--- config.mk ---
export PLATFORM = sky130hd
export DESIGN_NAME = dcf_cell
export DESIGN_NICKNAME = d
export VERILOG_FILES = /design/src/rtl/distance_coefficient_filter_defines.svh /design/src/rtl/dcf_pkg.sv /design/src/rtl/dcf_cell.sv
export SDC_FILE = /design/constraint.sdc
export NUM_CORES = 2
export LEC_CHECK = 0
export BUFFER_PORTS_ARGS = -buffer_cell sky130_fd_sc_hd__buf_2
export CAP_MARGIN = 5
export CORE_MARGIN = 2
export CORE_UTILIZATION = 41
export DETAILED_ROUTE_END_ITERATION = 8
export GPL_ROUTABILITY_DRIVEN = 0
export GPL_TIMING_DRIVEN = 0
export PLACE_DENSITY = 0.61
export SLEW_MARGIN = 40
export SYNTH_ARGS = -nofsm -noshare
export SYNTH_HDL_FRONTEND = slang
export SYNTH_SLANG_ARGS = --single-unit
--- constraint.sdc ---
create_clock -name clk -period 17.6 [get_ports clk]
set_input_delay 3.52 -clock clk [delete_from_list [all_inputs] [get_ports clk]]
set_output_delay 3.52 -clock clk [all_outputs]
set_load 0.05 [all_outputs]
--- src/rtl/distance_coefficient_filter_defines.svh ---
// Assertion macros shared by the distance coefficient filter RTL.
`ifndef DISTANCE_COEFFICIENT_FILTER_DEFINES_SVH
`define DISTANCE_COEFFICIENT_FILTER_DEFINES_SVH

`ifndef SYNTH
// Same-cycle implication, disabled while reset is asserted.
`define DCF_ASSERT_IMP(lbl, clk, rst_n, ante, cons, msg) \
	lbl: assert property (@(posedge clk) disable iff (!(rst_n)) (ante) |-> (cons)) \
	else $error(msg);
// Next-cycle implication, disabled while reset is asserted.
`define DCF_ASSERT_NXT(lbl, clk, rst_n, ante, cons, msg) \
	lbl: assert property (@(posedge clk) disable iff (!(rst_n)) (ante) |=> (cons)) \
	else $error(msg);
`else
`define DCF_ASSERT_IMP(lbl, clk, rst_n, ante, cons, msg)
`define DCF_ASSERT_NXT(lbl, clk, rst_n, ante, cons, msg)
`endif

`endif

--- src/rtl/dcf_pkg.sv ---
// Shared types and constants of the distance coefficient filter.
package dcf_pkg;

	// Width of the length register write data.
	localparam int CFG_BITS = 6;
	// Width of one weight chunk fed to the shared multiplier.
	localparam int CHUNK_BITS = 32;
	// Length after reset.
	localparam int LEN_RESET = 10;

	// Per-cycle commands broadcast to every cell of the chain.
	typedef struct packed {
		logic shift;       // window moves one place toward older
		logic load_older;  // stream register takes the older neighbor's sample
		logic load_own;    // stream register takes the cell's own sample
		logic step;        // stream register takes the older neighbor's stream value
		logic sq_en;       // square the difference of own sample and stream value
		logic clr_w;       // clear the weight accumulator
		logic acc;         // add the registered square into the weight
		logic drain;       // weight moves one place toward cell 0
	} cell_ctl_t;

endpackage

--- src/rtl/dcf_cell.sv ---
// One cell of the chain: a window sample, a stream value and a weight accumulator.
module dcf_cell #(
	parameter int SAMPLE_BITS = 24,
	parameter int W_BITS      = 54
) (
	input  logic                          clk,
	input  dcf_pkg::cell_ctl_t            ctl,
	input  logic signed [SAMPLE_BITS-1:0] newer_win,
	input  logic signed [SAMPLE_BITS-1:0] older_win,
	input  logic signed [SAMPLE_BITS-1:0] older_str,
	input  logic [W_BITS-1:0]             older_w,
	output logic signed [SAMPLE_BITS-1:0] win,
	output logic signed [SAMPLE_BITS-1:0] str,
	output logic [W_BITS-1:0]             w
);
	localparam int SQ_BITS = 2 * SAMPLE_BITS + 1;

	logic signed [SAMPLE_BITS-1:0] win_q;
	logic signed [SAMPLE_BITS-1:0] str_q;
	logic [SQ_BITS-1:0]            sq_q;
	logic [W_BITS-1:0]             w_q;
	logic signed [SAMPLE_BITS:0]   diff;
	logic [SAMPLE_BITS:0]          mag;
	logic [2*SAMPLE_BITS+1:0]      sq_full;

	always_comb begin
		diff    = {win_q[SAMPLE_BITS-1], win_q} - {str_q[SAMPLE_BITS-1], str_q};
		// The magnitude of the most negative difference still fits unsigned.
		mag     = diff[SAMPLE_BITS] ? -diff : diff;
		sq_full = mag * mag;
	end

	always_ff @(posedge clk) begin
		if (ctl.shift) begin
			win_q <= newer_win;
		end
		if (ctl.load_older) begin
			str_q <= older_win;
		end else if (ctl.load_own) begin
			str_q <= win_q;
		end else if (ctl.step) begin
			str_q <= older_str;
		end
		if (ctl.sq_en) begin
			sq_q <= sq_full[SQ_BITS-1:0];
		end
		if (ctl.clr_w) begin
			w_q <= '0;
		end else if (ctl.acc) begin
			w_q <= w_q + W_BITS'(sq_q);
		end else if (ctl.drain) begin
			w_q <= older_w;
		end
	end

	assign win = win_q;
	assign str = str_q;
	assign w   = w_q;
endmodule

# --- After elaboration in Yosys (flattened, before gate mapping) ---
# Cells that the tools add are included.
op_classes:
  n_addsub: 3
  n_mul: 1
  mux: 6
  reduce_logical: 2
ops:
  columns: ["cell", "n"]
  rows:
  - ["$mux 54", 2]
  - ["$mux 24", 3]
  - ["$add 54x49->54", 1]
  - ["$mul 25x25->49", 1]
  - ["$mux 25", 1]
  - ["$neg 25->25", 1]
  - ["$sub 24x24->25", 1]
  - ["$reduce_bool 3->1", 1]
  - ["$reduce_bool 2->1", 1]
totals:
  ff_bits: 151
  input_bits: 135
  output_inout_bits: 102
  word_cells: 16

# --- Depth between registers and ports, before layout ---
logic_depth:
  word_depth: 4
  depth_mapped: 42
  mapped_depth_nobuf: 40

# --- Least setup slack after synthesis ---
# OpenSTA, ideal clock, no wires.
synth_path:
  path_type: "reg-to-reg"
  startpoint: "register win_q[0] (netlist: win[0])"
  endpoint: "register sq_q[48], data pin"
  setup_time_ps: 265
  t_arrival_ps: 10186
  t_required_ps: 17335
  setup_slack_ps: 7149
  path_stages_with_launch: 39
  path_buffers: 2
  synth_period_minus_slack_ps: 10451
  path_cell_list: "edfxtp_1 > inv_1 > ha_1 > fa_1 > nor2b_4 > o31a_1 > o21a_1 > xnor2_1 > nor4b_4 > nand3b_2 > or4_4 > nor4_2 > or2_1 > xnor2_1 > buf_2 > nor2_1 > fa_1 > inv_1 > (+3 left out) > inv_1 > fa_1 > inv_1 > fa_1 > fa_1 > inv_1 > fa_1 > inv_1 > ha_1 > clkbuf_1 > nand4_1 > o211ai_1 > or3b_2 > o21a_1 > o31a_1 > o31ai_1 > a311oi_1 > xnor2_1"
synth_via:
  elab_chain_cells: 4
synth_lines:
  columns: ["item", "line", "text"]
  rows:
  - ["from (decl)", "dcf_cell.sv:18", "logic signed [SAMPLE_BITS-1:0] win_q;"]
  - ["from (signal assigned)", "dcf_cell.sv:35", "win_q <= newer_win;"]
  - ["$sub 24x24->25 *", "dcf_cell.sv:27", "diff = {win_q[SAMPLE_BITS-1], win_q} - {str_q[SAMPLE_BITS-1], str_q};"]
  - ["$neg 25->25", "dcf_cell.sv:29", "mag = diff[SAMPLE_BITS] ? -diff : diff;"]
  - ["$mux 25 *", "dcf_cell.sv:29", null]
  - ["$mul 25x25->49 *", "dcf_cell.sv:30", "sq_full = mag * mag;"]
  - ["net sq_full[48]", "dcf_cell.sv:24", "logic [2*SAMPLE_BITS+1:0] sq_full;"]
  - ["to (signal assigned)", "dcf_cell.sv:45", "sq_q <= sq_full[SQ_BITS-1:0];"]
  - ["to (decl)", "dcf_cell.sv:20", "logic [SQ_BITS-1:0] sq_q;"]
# The timed path passes the listed nets; every way through them passes the cells marked *.
# A chain may end at the register's enable or synchronous reset.

# --- Final worst setup path ---
# Ends and elaborated chain as after synthesis.

==> summary.md <==
| Metric | Value |
|---|---|
| Vias | `roughly 22000` |
| Pin count of the biggest net entering global routing | `49` |
| Die ar. | `69500 um^2` |
| Worst Skew | `about 31 ps` |
| Final-layout fill cell count | `approximately 6600` |
| Die H | `about 260 um` |
| Slew margin rel. | `between 30% and 40%` |
| Syn_area_per_cell | `between 9 and 10 um^2` |
| Cells on worst reg2reg path | `39` |
| CP peak stage delay | `around 680 ps` |
| Root buf cell | `clkbuf_16` |
| Outcome | `finished clean` |
| CTS Sinks | `150` |
| Cts bufs inserted | `17` |
| Hold-fix buffers, CTS | `0` |
| Top cells by area, synth | `fa_1, ha_1, edfxtp_1, inv_1, dfxtp_1` |
| Tcrit/Tclk final | `between 60% and 70%` |
| Crit. End Element | `flop` |
| Hold Path Class | `flop to flop` |
| Cts repair resizes | `0` |
| Period minus WS final | `12240 ps` |
| CTS tree | `yes` |
| Final WL | `about 79000 um` |
| Largest area contributor in the netlist | `fa_1` |
| Via-to-Cell Ratio | `around 5.3` |
| CP max-delay cell | `clkbuf_1` |
| Critical Path RT | `~18000 ps` |
| Grt ovf | `0` |
| FMAX | `about 0.082 GHz` |
| Final Max Slew Viols | `0` |
| # H-tree levels | `4` |
| Clock Tree Buf Depth | `2` |
| Hold Path Cell Cnt | `1` |
| Netlist area before placement | `around 28000 um^2` |
| Crit path launch type | `flop` |
| Post-synth cell types | `90` |
| Area Growth Syn to Fin | `11.0%` |
| Layout cells sized above 1 | `about a tenth` |
| Detailed Routing Iterations Pass 1 | `6` |
| Setup TNS Final | `0 ps` |
| Final-report hold violation count | `0` |
| Top FF cell, synth | `edfxtp_1` |
| First-pass GRT wire length | `~130000 um` |
| Die X | `between 200 and 300 um` |
| Seq/Total Area, Yosys | `14.3%` |
| CORE AREA | `between 60000 and 70000 um^2` |
| Worst Max-Slew Pin Slew | `about 1000 ps` |
| Design area | `around 30000 um^2` |
| Detail Route Antenna Nets | `0` |
| Initial Utilization | `~41%` |
| Clk_lat worst skew | `just over 500 ps` |
| Syn Inst Count | `3004` |
| Placed instance area | `30000 um^2` |
| Yosys warnings | `0` |
| Unrepaired setup endpoints after global routing | `no` |
| Wire per inst | `between 15 and 20 um` |
| DRT iter0 DRCs | `1417` |
| Antenna violations before repair | `1` |
| Yosys reg bits | `150` |
| DR DRC count | `0` |
| # nets final | `approximately 4100` |
| Vias in the first global route | `22400` |
| IO Port Bufs | `231` |
| Final setup viols | `0` |
| Top Ports | `237` |
| Share of the synthesized area in the top cell type | `34.0%` |
| Worst-path clk slew | `roughly 90 ps` |
| Post-synth EDFFs | `96` |
| Crit path kind | `flop to flop` |
| Commonest cells in the netlist | `inv_1, fa_1, ha_1` |
| Crit path DAT | `approximately 12000 ps` |
| Most frequent cell after synthesis | `inv_1` |
| Crit Path Max Fanout | `10` |
| GRT Total Usage | `between 20% and 30%` |
| Postcts setup bufs | `0` |
| Fraction of registers with async set/reset | `0%` |
| Post-detail-place hpwl | `roughly 67000 um` |
| Site row count | `95` |
| Max-cap viol count | `0` |
==> flip-flops by register name, summed over array words and instances, names as in the netlist <==
| name | cells |
|---|---|
| win | 24 |
| sq_q | 48 |
| str | 24 |
| w | 54 |
==> placed cells by master, fill, tap and decap left out, types with 19 or more instances in the layout <==
master,synthesis,layout
inv_1,627,627
fa_1,469,469
ha_1,250,250
buf_2,16,248
nor2_1,247,247
nand2_1,239,239
a21oi_1,125,125
edfxtp_1,96,96
clkbuf_1,88,84
xnor2_1,84,77
a211oi_1,75,75
o21ai_0,75,74
a21o_1,59,59
dfxtp_1,54,54
nor2b_1,52,52
mux2i_1,49,49
xor2_1,41,38
nand3_1,37,37
nand2b_1,22,22
a31oi_1,22,22
nor3_1,21,21
o21bai_1,19,19
clkbuf_16,0,19
==> cell families after synthesis <==
kind of cell,after synthesis,share of synthesized area (%)
AO/OA/AOI/OAI,472,11.4
AND/OR/NAND/NOR,727,12.3
other,2,0.0272
multiplexers,52,1.90
flip-flops,150,14.3
XOR/XNOR,131,4.40
adder cells (fa/ha/maj),719,45.3
buffers and inverters,751,10.3
==> stage by stage <==
stage                     util [%]  worst slack, ps  hold slack [ps]  instances
after detailed placement      44.9             5390              499       4126
after floorplan                  -             7150              563       3020
after global routing          45.8             4800              555       4158
final                         45.8             5360              521       4159
after CTS                     45.8             5360              521       4158
after global placement        44.7             4960              490       4124
==> worst max-delay path, delay by kind of cell, from the launching register on <==
family / cells / cell delay (ps)
adders and majority gates: 10 / 4600
and+or+nand+nor: 5 / 1120
buffers and inverters: 11 / 1980
DFF: 1 / 380
xor gates and xnor gates: 2 / 570
AOI/OAI and AO/OA: 11 / 3300
==> routing by layer <==
| metal | wire length (um) | GRT usage (%) |
|---|---|---|
| met3 | 6180 | 4.97 |
| met4 | 3290 | 9.54 |
| met1 | 33200 | 30.0 |
| met5 | 10 | 0 |
| met2 | 36700 | 38.4 |
==> worst paths after layout <==
| check | startpoint | end | slack [ps] |
|---|---|---|---|
| max | win[0] | sq_q[48] | 5360 |
| min | w[50] | w[50] | 520 |
| min reg2reg | w[50] | w[50] | 520 |
| max reg2reg | win[0] | sq_q[48] | 5360 |
==> layout make-up <==
| cell class | count | area, um^2 | share of cell area [%] |
|---|---|---|---|
| buffer | 114 | 467 | 1.52 |
| inverter | 637 | 2390 | 7.80 |
| timing repair buffer | 233 | 1180 | 3.84 |
| antenna | 1 | 2.50 | 0.00816 |
| clock inverter | 13 | 144 | 0.469 |
| sequential | 150 | 3960 | 12.9 |
| multi-input combinational | 2119 | 21000 | 68.3 |
| tap | 873 | 1090 | 3.56 |
| clock buffer | 19 | 475 | 1.55 |
Power is not shown: default switching activity piles up to over one toggle a cycle in this logic, so the estimate is an artifact.
