File: src/rtl/distance_coefficient_filter_defines.svh
// Assertion macros shared by the distance coefficient filter RTL.
`ifndef DISTANCE_COEFFICIENT_FILTER_DEFINES_SVH
`define DISTANCE_COEFFICIENT_FILTER_DEFINES_SVH

`ifndef SYNTH
// Same-cycle implication, disabled while reset is asserted.
`define DCF_ASSERT_IMP(lbl, clk, rst_n, ante, cons, msg) \
	lbl: assert property (@(posedge clk) disable iff (!(rst_n)) (ante) |-> (cons)) \
	else $error(msg);
// Next-cycle implication, disabled while reset is asserted.
`define DCF_ASSERT_NXT(lbl, clk, rst_n, ante, cons, msg) \
	lbl: assert property (@(posedge clk) disable iff (!(rst_n)) (ante) |=> (cons)) \
	else $error(msg);
`else
`define DCF_ASSERT_IMP(lbl, clk, rst_n, ante, cons, msg)
`define DCF_ASSERT_NXT(lbl, clk, rst_n, ante, cons, msg)
`endif

`endif

File: src/rtl/dcf_div.sv
// Restoring divider: signed numerator by unsigned denominator, one quotient bit a cycle.
module dcf_div #(
	parameter int SAMPLE_BITS = 24,
	parameter int NUM_BITS    = 85,
	parameter int DEN_BITS    = 59
) (
	input  logic                          clk,
	input  logic                          arst_n,
	input  logic                          start,
	input  logic signed [NUM_BITS-1:0]    num,
	input  logic [DEN_BITS-1:0]           den,
	output logic                          done,
	output logic [SAMPLE_BITS-1:0]        quotient
);
	localparam int CW = $clog2(SAMPLE_BITS + 1);

	logic                   busy_q;
	logic                   done_q;
	logic [CW-1:0]          cnt_q;
	logic                   neg_q;
	logic                   zero_q;
	logic [NUM_BITS-1:0]    r_q;
	logic [NUM_BITS-1:0]    d_q;
	logic [SAMPLE_BITS-1:0] q_q;
	logic                   fits;

	assign fits = r_q >= d_q;

	always_ff @(posedge clk or negedge arst_n) begin
		if (!arst_n) begin
			busy_q <= 1'b0;
			done_q <= 1'b0;
			cnt_q  <= '0;
		end else begin
			done_q <= 1'b0;
			if (start) begin
				busy_q <= 1'b1;
				cnt_q  <= CW'(SAMPLE_BITS);
			end else if (busy_q) begin
				cnt_q <= cnt_q - 1'b1;
				if (cnt_q == CW'(1)) begin
					busy_q <= 1'b0;
					done_q <= 1'b1;
				end
			end
		end
	end

	always_ff @(posedge clk) begin
		if (start) begin
			neg_q  <= num[NUM_BITS-1];
			r_q    <= num[NUM_BITS-1] ? NUM_BITS'(-num) : NUM_BITS'(num);
			d_q    <= NUM_BITS'(den) << (SAMPLE_BITS - 1);
			zero_q <= (den == '0);
			q_q    <= '0;
		end else if (busy_q) begin
			if (fits) begin
				r_q <= r_q - d_q;
			end
			q_q <= {q_q[SAMPLE_BITS-2:0], fits};
			d_q <= d_q >> 1;
		end
	end

	assign done     = done_q;
	assign quotient = zero_q ? '0 : (neg_q ? -q_q : q_q);
endmodule

File: config.mk
export PLATFORM = sky130hd
export DESIGN_NAME = dcf_div
export DESIGN_NICKNAME = d
export VERILOG_FILES = /design/src/rtl/distance_coefficient_filter_defines.svh /design/src/rtl/dcf_div.sv
export SDC_FILE = /design/constraint.sdc
export NUM_CORES = 1
export LEC_CHECK = 0
export BUFFER_PORTS_ARGS = -buffer_cell sky130_fd_sc_hd__buf_2
export CAP_MARGIN = 10
export CORE_ASPECT_RATIO = 1.25
export CORE_MARGIN = 5
export CORE_UTILIZATION = 28
export CTS_BUF_LIST = sky130_fd_sc_hd__clkbuf_16
export DETAILED_ROUTE_END_ITERATION = 7
export PLACE_DENSITY = 0.48
export SLEW_MARGIN = 20
export SYNTH_ARGS = -nofsm -noshare
export SYNTH_HDL_FRONTEND = slang
export SYNTH_SLANG_ARGS = --single-unit
File: constraint.sdc
create_clock -name clk -period 13.59 [get_ports clk]
set_input_delay 0.6795 -clock clk [delete_from_list [all_inputs] [get_ports clk]]
set_output_delay 0.6795 -clock clk [all_outputs]
set_load 0.01 [all_outputs]
* Yosys cells after proc, flatten, opt, wreduce, memory -nomap -nowiden *
Index checks and enable logic that the tools add are counted.
Widths: inputs -> output; s select.

storage, ports and cells
  bits in registers = 200
  logic and storage cells = 35
  output and inout port bits = 25
  input bits = 147

cells by class
  magnitude comparators = 1
  reduce and logical (&&, ||, !) cells = 4
  add/sub/neg operators = 4
  equality and inequality tests = 1
  mux-type cells = 16

operators by type and width
  kind                 count
  $mux 85              4
  $mux 82              2
  $ge 85x82->1         1
  $neg 85->85          1
  $sub 85x82->85       1
  $logic_not 59->1     1
  $mux 24              2
  $neg 24->24          1
  $mux 5               2
  $mux 1               6
  $eq 5x1->1 const B   1
  $sub 5x1->5 const B  1
  $reduce_bool 2->1    2
  $reduce_and 2->1     1

* Logic depth before layout (Yosys ltp) *
Gate-level depths: netlist of the first run.

  depth in word-level cells = 4
  gate-level depth with buffers = 14

* Worst setup path after synthesis of the first run *
OpenSTA, ideal clock, no wires.

  kind = register -> register
  from = register r_q[16]
  to = register r_q[0] (enable)
  data arrival time = 6995 ps
  setup time = 579 ps
  clock period less this slack = 7574 ps
  cell stages (with the launch flop) = 11
  path slack = 6016 ps
  required time = 13011 ps
  cell sequence = edfxtp_1 > ha_1 > clkbuf_1 > nand4_1 > nor4_1 > o21a_1 > nor3_4 > o31ai_4 > nor3_1 > or3_1 > a31oi_1

between the ends
  word-level cells in the longest chain between the ends = 3

RTL lines
  item                                RTL line       RTL
  from (decl)                         dcf_div.sv:22  logic [NUM_BITS-1:0] r_q;
  from (signal assigned)              dcf_div.sv:52  r_q <= num[NUM_BITS-1] ? NUM_BITS'(-num) : NUM_BITS'(num);
  from (signal assigned)              dcf_div.sv:58  r_q <= r_q - d_q;
  $ge 85x82->1                        dcf_div.sv:27  assign fits = r_q >= d_q;
  $reduce_bool 2->1 (no source line)  --
  $reduce_and 2->1 (no source line)   --

Every way passes these cells.
A chain may end at the register's enable or synchronous reset.

* Worst setup path in the final report of the first run *
  from = register d_q[4]
  to = register r_q[63] (enable)

between the ends
  word-level cells in the longest chain between the ends = 3

RTL lines
  item                                RTL line       RTL
  from (decl)                         dcf_div.sv:23  logic [NUM_BITS-1:0] d_q;
  from (signal assigned)              dcf_div.sv:53  d_q <= NUM_BITS'(den) << (SAMPLE_BITS - 1);
  from (signal assigned)              dcf_div.sv:61  d_q <= d_q >> 1;
  $ge 85x82->1                        dcf_div.sv:27
  $reduce_bool 2->1 (no source line)  --
  $reduce_and 2->1 (no source line)   --

Every way passes these cells.

==> run_results.csv, run 1 <==
group,metric,value,unit
drt,wl_met1,23400,µm
critical_path,critPathLaunch,"d_q[4]",
die,core-area,58300,µm²
logic_synthesis,synth-seq-area-share,0.333,
timing,tightest_slew,1050,ps
final_layout,layout.cells.non_filler,2872,
critical_path,cp_max_fo,70,
clock_tree,cts_buffers,17,
logic_synthesis,ys_seq_elements,200,
die,rows,99,
clock_tree,htree_num_levels,4,
timing,whs,464,ps
logic_synthesis,avgSynthCellArea,8.19,µm²
flow_run,drv.max_cap_violation_count,0,
clock_tree,insertion_delay,510,ps
critical_path,critical-path-max-stage-delay,900,ps
timing,fin_crit_sh,0.345,
placed_design,placedCellCount,2838,
drt,drtIter0Drc,1096,
final_layout,drive_above_1_share,0.126,
timing,slew_headroom,0.297,
critical_path,slowest_stage,"buf_4",
placed_design,routabilityCongestion,0.917,
logic_synthesis,syn_area,16500,µm²
timing,rsz0062_at_grt,"no",
critical_path,arrival,4820,ps
timing,fin_setup_tns,0,ps
timing,fmax,0.213,GHz
clock_tree,cts_tree,"done",
critical_path,critPathTopFamily,"compound AO/OA/AOI/OAI gates",
placed_design,numPortBuffers,171,
drt,highest_layer,"met4",
drt,wl,55900,µm
pwr,p_leak,7.83,nW
drt,route.met2.wl,28000,µm
drt,wl_met3,2450,µm
logic_synthesis,async_reset_ff_frac,0.0350,
clock_tree,ctsResizeCount,0,
logic_synthesis,synth_cells,2016,
drt,drt-pass1-iter-count,5,
drt,routed-via-count,15000,
die,ios,172,
run_status,outcome,"complete, no violations",
critical_path,crit_path_start_kind,"register",
clock_tree,holdBufCountCts,1,
global_routing,grt_max_degree,174,
global_routing,antenna_found_initial,3,
logic_synthesis,ys.flop_type,"edfxtp_1",
timing,finalCriticalPeriod,4690,ps
pwr,design_power_total,3.51,mW
pwr,power.density,189,nW/µm²
global_routing,first_global_vias,14900,
final_layout,area_growth,12.8,%
timing,finClkSkew,21.8,ps
logic_synthesis,yosys_warnings,0,
logic_synthesis,synth_top_cell_area_share,0.266,
placed_design,place_hpwl,43700,µm
critical_path,crit_buf_inv,2,
die,die_area,63900,µm²
logic_synthesis,synth_top_cell_by_area,"edfxtp_1",
clock_tree,root_buffer,"clkbuf_16",
logic_synthesis,synth_nets,2250,
critical_path,end_kind,"register",
timing,maxSlewViolCount,0,
logic_synthesis,synth_edf_count,146,
logic_synthesis,synth_area_leaders,"edfxtp_1, nand2_1, ha_1",
critical_path,path_cells,"inv_1 -> ha_1 -> nand3_1 -> a21oi_1 -> o21bai_1 -> a211oi_1 -> o21a_1 -> nor3_4 -> o31ai_4 -> nor3_1 -> or3_1 -> a31oi_4 -> buf_4",
clock_tree,clkTransAtPathRegs,80,ps
logic_synthesis,synth_cell_types,86,
global_routing,grt.total_usage,0.172,
min_path,hold_start,"den[34]",
drt,drc,0,
pwr,ir_drop,0.0000801,V
drt,avgViaCountPerCell,5.23,
clock_tree,cts_max_path_buffers,2,
drt,ant_nets,0,
die,die_y,281,µm
critical_path,r2r_start,"d_q[4]",
critical_path,crit_required,13720,ps
final_layout,finalNetCount,2335,
global_routing,grt_pass1_wl,85400,µm
die,die_x,227,µm
clock_tree,clock-sinks,200,
critical_path,crit_type,"reg -> reg",
timing,setup_viol,0,
global_routing,gr-total-overflow,0,
die,initial_utilization,0.283,
timing,timing_hold_violations_final,0,
min_path,hold_class,"in -> reg",
clock_tree,postCtsSetupBuffers,0,
drt,drt-wirelength-per-cell,19.5,µm
==> through the flow <==
step,utilization,worst slack [ps],instance area (µm²)
2_1_floorplan,-,6020,16500
3_3_place_gp,0.308,8930,18000
3_5_place_dp,0.308,8860,18000
4_1_cts,0.319,8820,18600
5_1_grt,0.319,8510,18600
6_report,0.319,8900,18600
==> Yosys cell counts (34+ instances only) <==
cell and n:
nand4_1 47, inv_1 118, ha_1 86, clkbuf_1 79
edfxtp_1 146, xnor2_1 105, nand2_1 287, o21ai_0 155
nor3_1 34, mux2i_1 52, dfxtp_1 47, xor2_1 65
a21oi_1 142, a21o_1 64, nor2_1 183
==> state kept, by name, indices dropped and copies added (netlist names) <==
name    count
busy_q      1
cnt_q       5
d_q        82
done        1
neg_q       1
q_q        24
r_q        85
zero_q      1
==> cell usage in the layout, fill, tap and decap left out, types with 10 or more instances in the layout <==
master       n
a211oi_1    12
a21o_1      64
a21oi_1    142
a31oi_1     14
and2_1      13
buf_2      169
clkbuf_16   17
dfxtp_1     47
edfxtp_1   146
ha_1        86
inv_1      116
mux2i_1     52
nand2_1    287
nand2b_1    10
nand3_1     33
nand4_1     47
nor2_1     183
nor3_1      34
nor4_1      21
o21a_1      13
o21ai_0    155
o21ai_1     17
o21bai_1    26
o31ai_1     33
o41ai_1     14
or4_1       17
xnor2_1    105
xor2_1      65
==> kinds of logic (layout without fill, tap and decap cells) <==
| group | count (synthesis) | count (layout) | synth area share |
|---|---|---|---|
| other | 0 | 1 | 0 |
| and+or+nand+nor | 715 | 715 | 0.206 |
| muxes | 54 | 54 | 0.0329 |
| DFF | 200 | 200 | 0.333 |
| adders and majority gates | 87 | 87 | 0.0664 |
| AOI/OAI and AO/OA | 558 | 558 | 0.218 |
| xor gates and xnor gates | 170 | 170 | 0.0902 |
| buffers and inverters | 232 | 330 | 0.0538 |
==> worst paths after layout <==
kind / endpoint / slack [ps] / depth (start not counted)
worst max-delay path: r_q[63] / 8900 / 13
worst min-delay path: d_q[57] / 460 / 3
worst max register to register: r_q[63] / 8900 / 13
worst min register to register: d_q[0] / 520 / 2
max in group asynchronous: busy_q / 12860 / 2
min in group asynchronous: done / 550 / 2
==> where the power goes <==
group	total [mW]	switching (mW)	internal (mW)
sequential	0.937	0.0661	0.871
clock	0.569	0.275	0.294
combinational	2.01	1.24	0.760
==> cell type report <==
type	count	area [µm²]
antenna	1	2.50
clock buffer	17	425
inverter	118	443
tap	757	947
sequential	200	5500
timing repair buffer	180	950
clock inverter	15	191
fill	6233	39700
multi-input combinational	1584	10100
==> routing by layer <==
layer  GRT usage  vias up
li1            -     7392
met1       0.211     7125
met2       0.299      401
met3      0.0284       99
met4      0.0676        0
met5           0        -
==> worst register-to-register path: cells and delay by family (launching register included) <==
family,cells,cell delay (ps)
AO/OA/AOI/OAI,6,1820
adder cells (fa/ha/maj),1,350
buffers and inverters,2,950
flip-flops,1,360
AND/OR/NAND/NOR,4,750
No activity file was read; power rests on OpenSTA's default activity.
==> inputs of run 2 (changes only) <==
--- a/config.mk
+++ b/config.mk
@@ -12,7 +12,7 @@
 export CORE_UTILIZATION = 28
 export CTS_BUF_LIST = sky130_fd_sc_hd__clkbuf_16
 export DETAILED_ROUTE_END_ITERATION = 7
-export PLACE_DENSITY = 0.48
+export PLACE_DENSITY = 0.49
 export SLEW_MARGIN = 20
 export SYNTH_ARGS = -nofsm -noshare
 export SYNTH_HDL_FRONTEND = slang
==> constraint.sdc (replaced) <==
create_clock -name clk -period 4 [get_ports clk]
set_input_delay 0.2 -clock clk [delete_from_list [all_inputs] [get_ports clk]]
set_output_delay 0.2 -clock clk [all_outputs]
set_load 0.01 [all_outputs]
==> run_results.csv, run 2 (synthesis gave the netlist of run 1 again) <==
group,metric,value,unit
critical_path,crit_path_start_kind,"register",
global_routing,grt.total_usage,0.176,
final_layout,final_area,19300,µm²
placed_design,placed_area,18200,µm²
final_layout,utilization,0.331,
clock_tree,cts_tree,"done",
final_layout,fillers,6211,
timing,timing_hold_violations_final,0,
clock_tree,clkTransAtPathRegs,90,ps
clock_tree,insertion_delay,510,ps
final_layout,top_regs,"r_q x85, d_q x82, q_q x24",
die,die_x,227,µm
critical_path,crit_top_cell,"nand4_1",
timing,fin_ws,293,ps
clock_tree,cts_buffers,17,
critical_path,arrival,3840,ps
clock_tree,cts_max_path_buffers,2,
final_layout,largest_register_ffs,85,
critical_path,path_cells,"inv_1 -> ha_1 -> nand4_1 -> nor2_2 -> nand4_1 -> nor2_1 -> nor3_2 -> or3_4 -> a31oi_4 -> buf_4",
final_layout,drive_above_1_share,0.136,
final_layout,area_growth,17.1,%
critical_path,end_kind,"register",
drt,drtIter0Drc,895,
drt,avgViaCountPerCell,5.16,
timing,rsz0062_at_grt,"no",
global_routing,gr-total-overflow,0,
critical_path,r2r_start,"d_q[55]",
critical_path,crit_required,4140,ps
flow_run,drv.max_cap_violation_count,0,
pwr,ir_drop,0.000327,V
pwr,p_leak,8.15,nW
clock_tree,root_buffer,"clkbuf_16",
timing,fin_crit_sh,0.927,
clock_tree,clock-sinks,200,
critical_path,critPathLaunch,"d_q[55]",
min_path,hold_start,"den[6]",
critical_path,slowest_stage,"ha_1",
placed_design,place_hpwl,45000,µm
die,die_area,63900,µm²
drt,drt-wirelength-per-cell,19.4,µm
critical_path,crit_type,"reg -> reg",
timing,maxSlewViolCount,0,
final_layout,finalNetCount,2397,
drt,drt-pass1-iter-count,5,
global_routing,grt_pass1_wl,87200,µm
final_layout,largest-register,"r_q",
final_layout,n_antenna_cell,0,
drt,wl,57000,µm
die,die_y,281,µm
global_routing,antenna_found_initial,4,
drt,ant_nets,0,
die,rows,99,
placed_design,routabilityCongestion,0.908,
timing,fmax,0.270,GHz
pwr,power.density,632,nW/µm²
global_routing,grt_max_degree,123,
pwr,design_power_total,12.2,mW
placed_design,numPortBuffers,171,
final_layout,layout.cells.non_filler,2933,
placed_design,place_ws,321,ps
timing,fin_setup_tns,0,ps
drt,routed-via-count,15100,
drt,drc,0,
timing,tightest_slew,852,ps
die,ios,172,
final_layout,final_common_cell,"nand2_1",
min_path,hold_class,"in -> reg",
global_routing,first_global_vias,15000,
run_status,outcome,"complete, no violations",
critical_path,cp_max_fo,30,
die,initial_utilization,0.283,
timing,whs,42.0,ps
timing,finalCriticalPeriod,3710,ps
timing,setup_viol,0,
final_layout,layout_common_cells,"nand2_1, nor2_1, buf_2",
critical_path,critical-path-max-stage-delay,490,ps
die,core-area,58300,µm²
placed_design,placedCellCount,2855,
timing,slew_headroom,0.427,
timing,finClkSkew,21.4,ps
clock_tree,htree_num_levels,4,
run 2: cell count changes in the layout (fill, tap and decap cells not counted), sizes merged:
cell and change:
clkinvlp -2, clkinv +2, diode -1, buf +17
dlygate4sd3 +45
run 2: area by class of cell:
class / count / area, µm² / share of cell area
clock inverters: 15 / 228 / 0.0118
multi-input cells: 1584 / 10200 / 0.528
well taps: 757 / 947 / 0.0490
flip-flops and latches: 200 / 5510 / 0.285
inverters: 118 / 443 / 0.0229
repair buffers: 242 / 1580 / 0.0816
clock buffers: 17 / 425 / 0.0220
run 2: timing repair:
item / 4_1_cts / 5_1_grt
buffers inserted: 0 / 0
gates resized for setup: 0 / 0
endpoints found under the hold margin: 52 / 0
hold buffers: 46 / 0
run 2: worst paths after layout:
path,end,depth (start not counted),slack (ps)
min reg2reg,d_q[18],2,510
max in group asynchronous,busy_q,2,3750
min in group asynchronous,done,2,70
max,r_q[18],10,290
min,d_q[29],3,40
max reg2reg,r_q[18],10,290
run 2: critical path, delay by kind of cell, from the launching register on:
kind / cells / cell delay (ps)
and+or+nand+nor: 6 / 1720
buffers and inverters: 2 / 520
adders and majority gates: 1 / 490
DFF: 1 / 370
AOI/OAI and AO/OA: 1 / 230
run 2: report_power, final:
part	switching [mW]	internal, mW	total, mW
registers	0.242	2.96	3.20
clock network	0.972	1.02	1.99
logic	4.29	2.73	7.02
total	5.51	6.71	12.2
run 2: layer usage:
layer  vias up  wire [µm]  GRT usage
met1      7191      24600      0.221
met5         -          0          0
met3        62       2390     0.0234
met2       387      28400      0.308
met4         0       1640     0.0612
li1       7505          -          -
==> inputs of run 3 (changes only) <==
--- a/config.mk
+++ b/config.mk
@@ -9,10 +9,10 @@
 export CAP_MARGIN = 10
 export CORE_ASPECT_RATIO = 1.25
 export CORE_MARGIN = 5
-export CORE_UTILIZATION = 28
+export CORE_UTILIZATION = 55
 export CTS_BUF_LIST = sky130_fd_sc_hd__clkbuf_16
 export DETAILED_ROUTE_END_ITERATION = 7
-export PLACE_DENSITY = 0.49
+export PLACE_DENSITY = 0.76
 export SLEW_MARGIN = 20
 export SYNTH_ARGS = -nofsm -noshare
 export SYNTH_HDL_FRONTEND = slang
==> run_results.csv, run 3 (synthesis gave the netlist of run 1 again) <==
group,metric,value,unit
pwr,p_leak,7.89,nW
clock_tree,cts_tree,"done",
global_routing,grt_max_degree,107,
final_layout,largest-register,"r_q",
timing,setup_viol,0,
pwr,power.density,655,nW/µm²
critical_path,arrival,3990,ps
placed_design,numPortBuffers,171,
die,die_x,165,µm
final_layout,top_regs,"r_q x85, d_q x82, q_q x24",
clock_tree,cts_buffers,17,
die,core-area,29800,µm²
critical_path,endpoint,"r_q[78]",
final_layout,drive_above_1_share,0.136,
drt,avgViaCountPerCell,6.07,
die,ios,172,
final_layout,finalNetCount,2346,
die,rows,71,
critical_path,r2r-end,"r_q[78]",
clock_tree,ctsResizeCount,0,
timing,whs,32.5,ps
critical_path,crit_path_start_kind,"register",
die,initial_utilization,0.553,
critical_path,worst-r2r-setup-slack,280,ps
global_routing,grt.total_usage,0.289,
final_layout,area_growth,10.9,%
drt,drt-wirelength-per-cell,19.5,µm
pwr,ir_drop,0.000357,V
drt,routed-via-count,15300,
timing,fin_setup_tns,0,ps
timing,tightest_slew,1100,ps
critical_path,crit_type,"reg -> reg",
global_routing,gr-total-overflow,0,
final_layout,utilization,0.613,
critical_path,r2r.worst_path.cells,13,
drt,drtIter0Drc,1412,
placed_design,place_hpwl,38000,µm
timing,finalCriticalPeriod,3720,ps
timing,fin_crit_sh,0.930,
run_status,outcome,"complete, no violations",
clock_tree,postCtsSetupBuffers,0,
critical_path,r2r_start,"r_q[0]",
global_routing,grt_pass1_wl,77200,µm
die,die_area,33600,µm²
clock_tree,cts_max_path_buffers,2,
timing,rsz0062_at_grt,"no",
timing,finClkSkew,10.8,ps
global_routing,antenna_found_initial,0,
timing,maxSlewViolCount,0,
critical_path,crit_required,4270,ps
drt,drc,0,
critical_path,end_kind,"register",
final_layout,final_area,18300,µm²
drt,wl,49200,µm
timing,slew_headroom,0.268,
clock_tree,clkTransAtPathRegs,90,ps
final_layout,largest_register_ffs,85,
clock_tree,insertion_delay,460,ps
placed_design,placed_area,17700,µm²
flow_run,drv.max_cap_violation_count,0,
final_layout,layout_common_cells,"nand2_1, nor2_1, buf_2",
clock_tree,htree_num_levels,4,
placed_design,routabilityCongestion,0.983,
min_path,hold_class,"in -> reg",
drt,ant_nets,0,
final_layout,final_common_cell,"nand2_1",
clock_tree,root_buffer,"clkbuf_16",
die,die_y,204,µm
timing,timing_hold_violations_final,0,
critical_path,critPathLaunch,"r_q[0]",
global_routing,first_global_vias,14800,
drt,drt-pass1-iter-count,7,
clock_tree,clock-sinks,200,
timing,fmax,0.269,GHz
critical_path,cp_max_fo,4,
run 3: worst min path at each step:
stage	from	to	slack (ps)	depth (start not counted)
final	den[32]	d_q[55]	30	3
after global routing	den[58]	d_q[81]	30	2
after CTS	den[32]	d_q[55]	30	3
after detailed placement	arst_n	cnt_q[0]	40	1
after global placement	arst_n	done	40	1
after floorplan	arst_n	busy_q	-100	0
run 3: cell type report:
type                       instances  area [µm²]
timing repair buffer             191        1030
fill                            2720       11500
inverter                         118         443
multi-input combinational       1584       10200
clock inverter                    15         191
sequential                       200        5510
tap                              401         502
clock buffer                      17         425
antenna                            2        5.00
run 3: worst max-delay path, stage by stage (launching register included):
cell	delay [ps]
edfxtp_1	330
inv_1	50
ha_1	230
fa_1	410
nor2b_1	170
o211ai_1	140
a21boi_1	260
o31ai_1	160
a2111oi_2	570
o21ai_1	260
a21oi_1	300
o21ai_0	230
mux2i_1	180
a211oi_1	250
run 3: timing repair:
| action | 4_1_cts | 5_1_grt |
|---|---|---|
| hold endpoints to repair | 7 | 0 |
| endpoints found under the setup margin | 0 | 0 |
| hold buffers | 1 | 0 |
run 3: where the power goes:
part | internal (mW) | switching, mW
clock | 0.870 | 0.989
combinational | 2.66 | 4.26
sequential | 2.96 | 0.245
run 3: stage by stage:
| step | power, mW | instances | setup WS [ps] |
|---|---|---|---|
| final | 12.0 | 2528 | 279 |
| after CTS | 11.9 | 2526 | 351 |
| after floorplan | 8.36 | 2016 | -65.0 |
| after detailed placement | 9.99 | 2493 | 403 |
| after global routing | 12.8 | 2526 | 96.6 |
| after global placement | 9.89 | 2493 | 403 |
run 3: per-layer routing:
layer  track usage  vias to the layer above  share of wire
li1              -                     7429              -
met1         0.364                     7234           0.41
met2         0.492                      554           0.49
met3        0.0356                      129          0.059
met4         0.135                        0          0.049
met5             0                        -              0
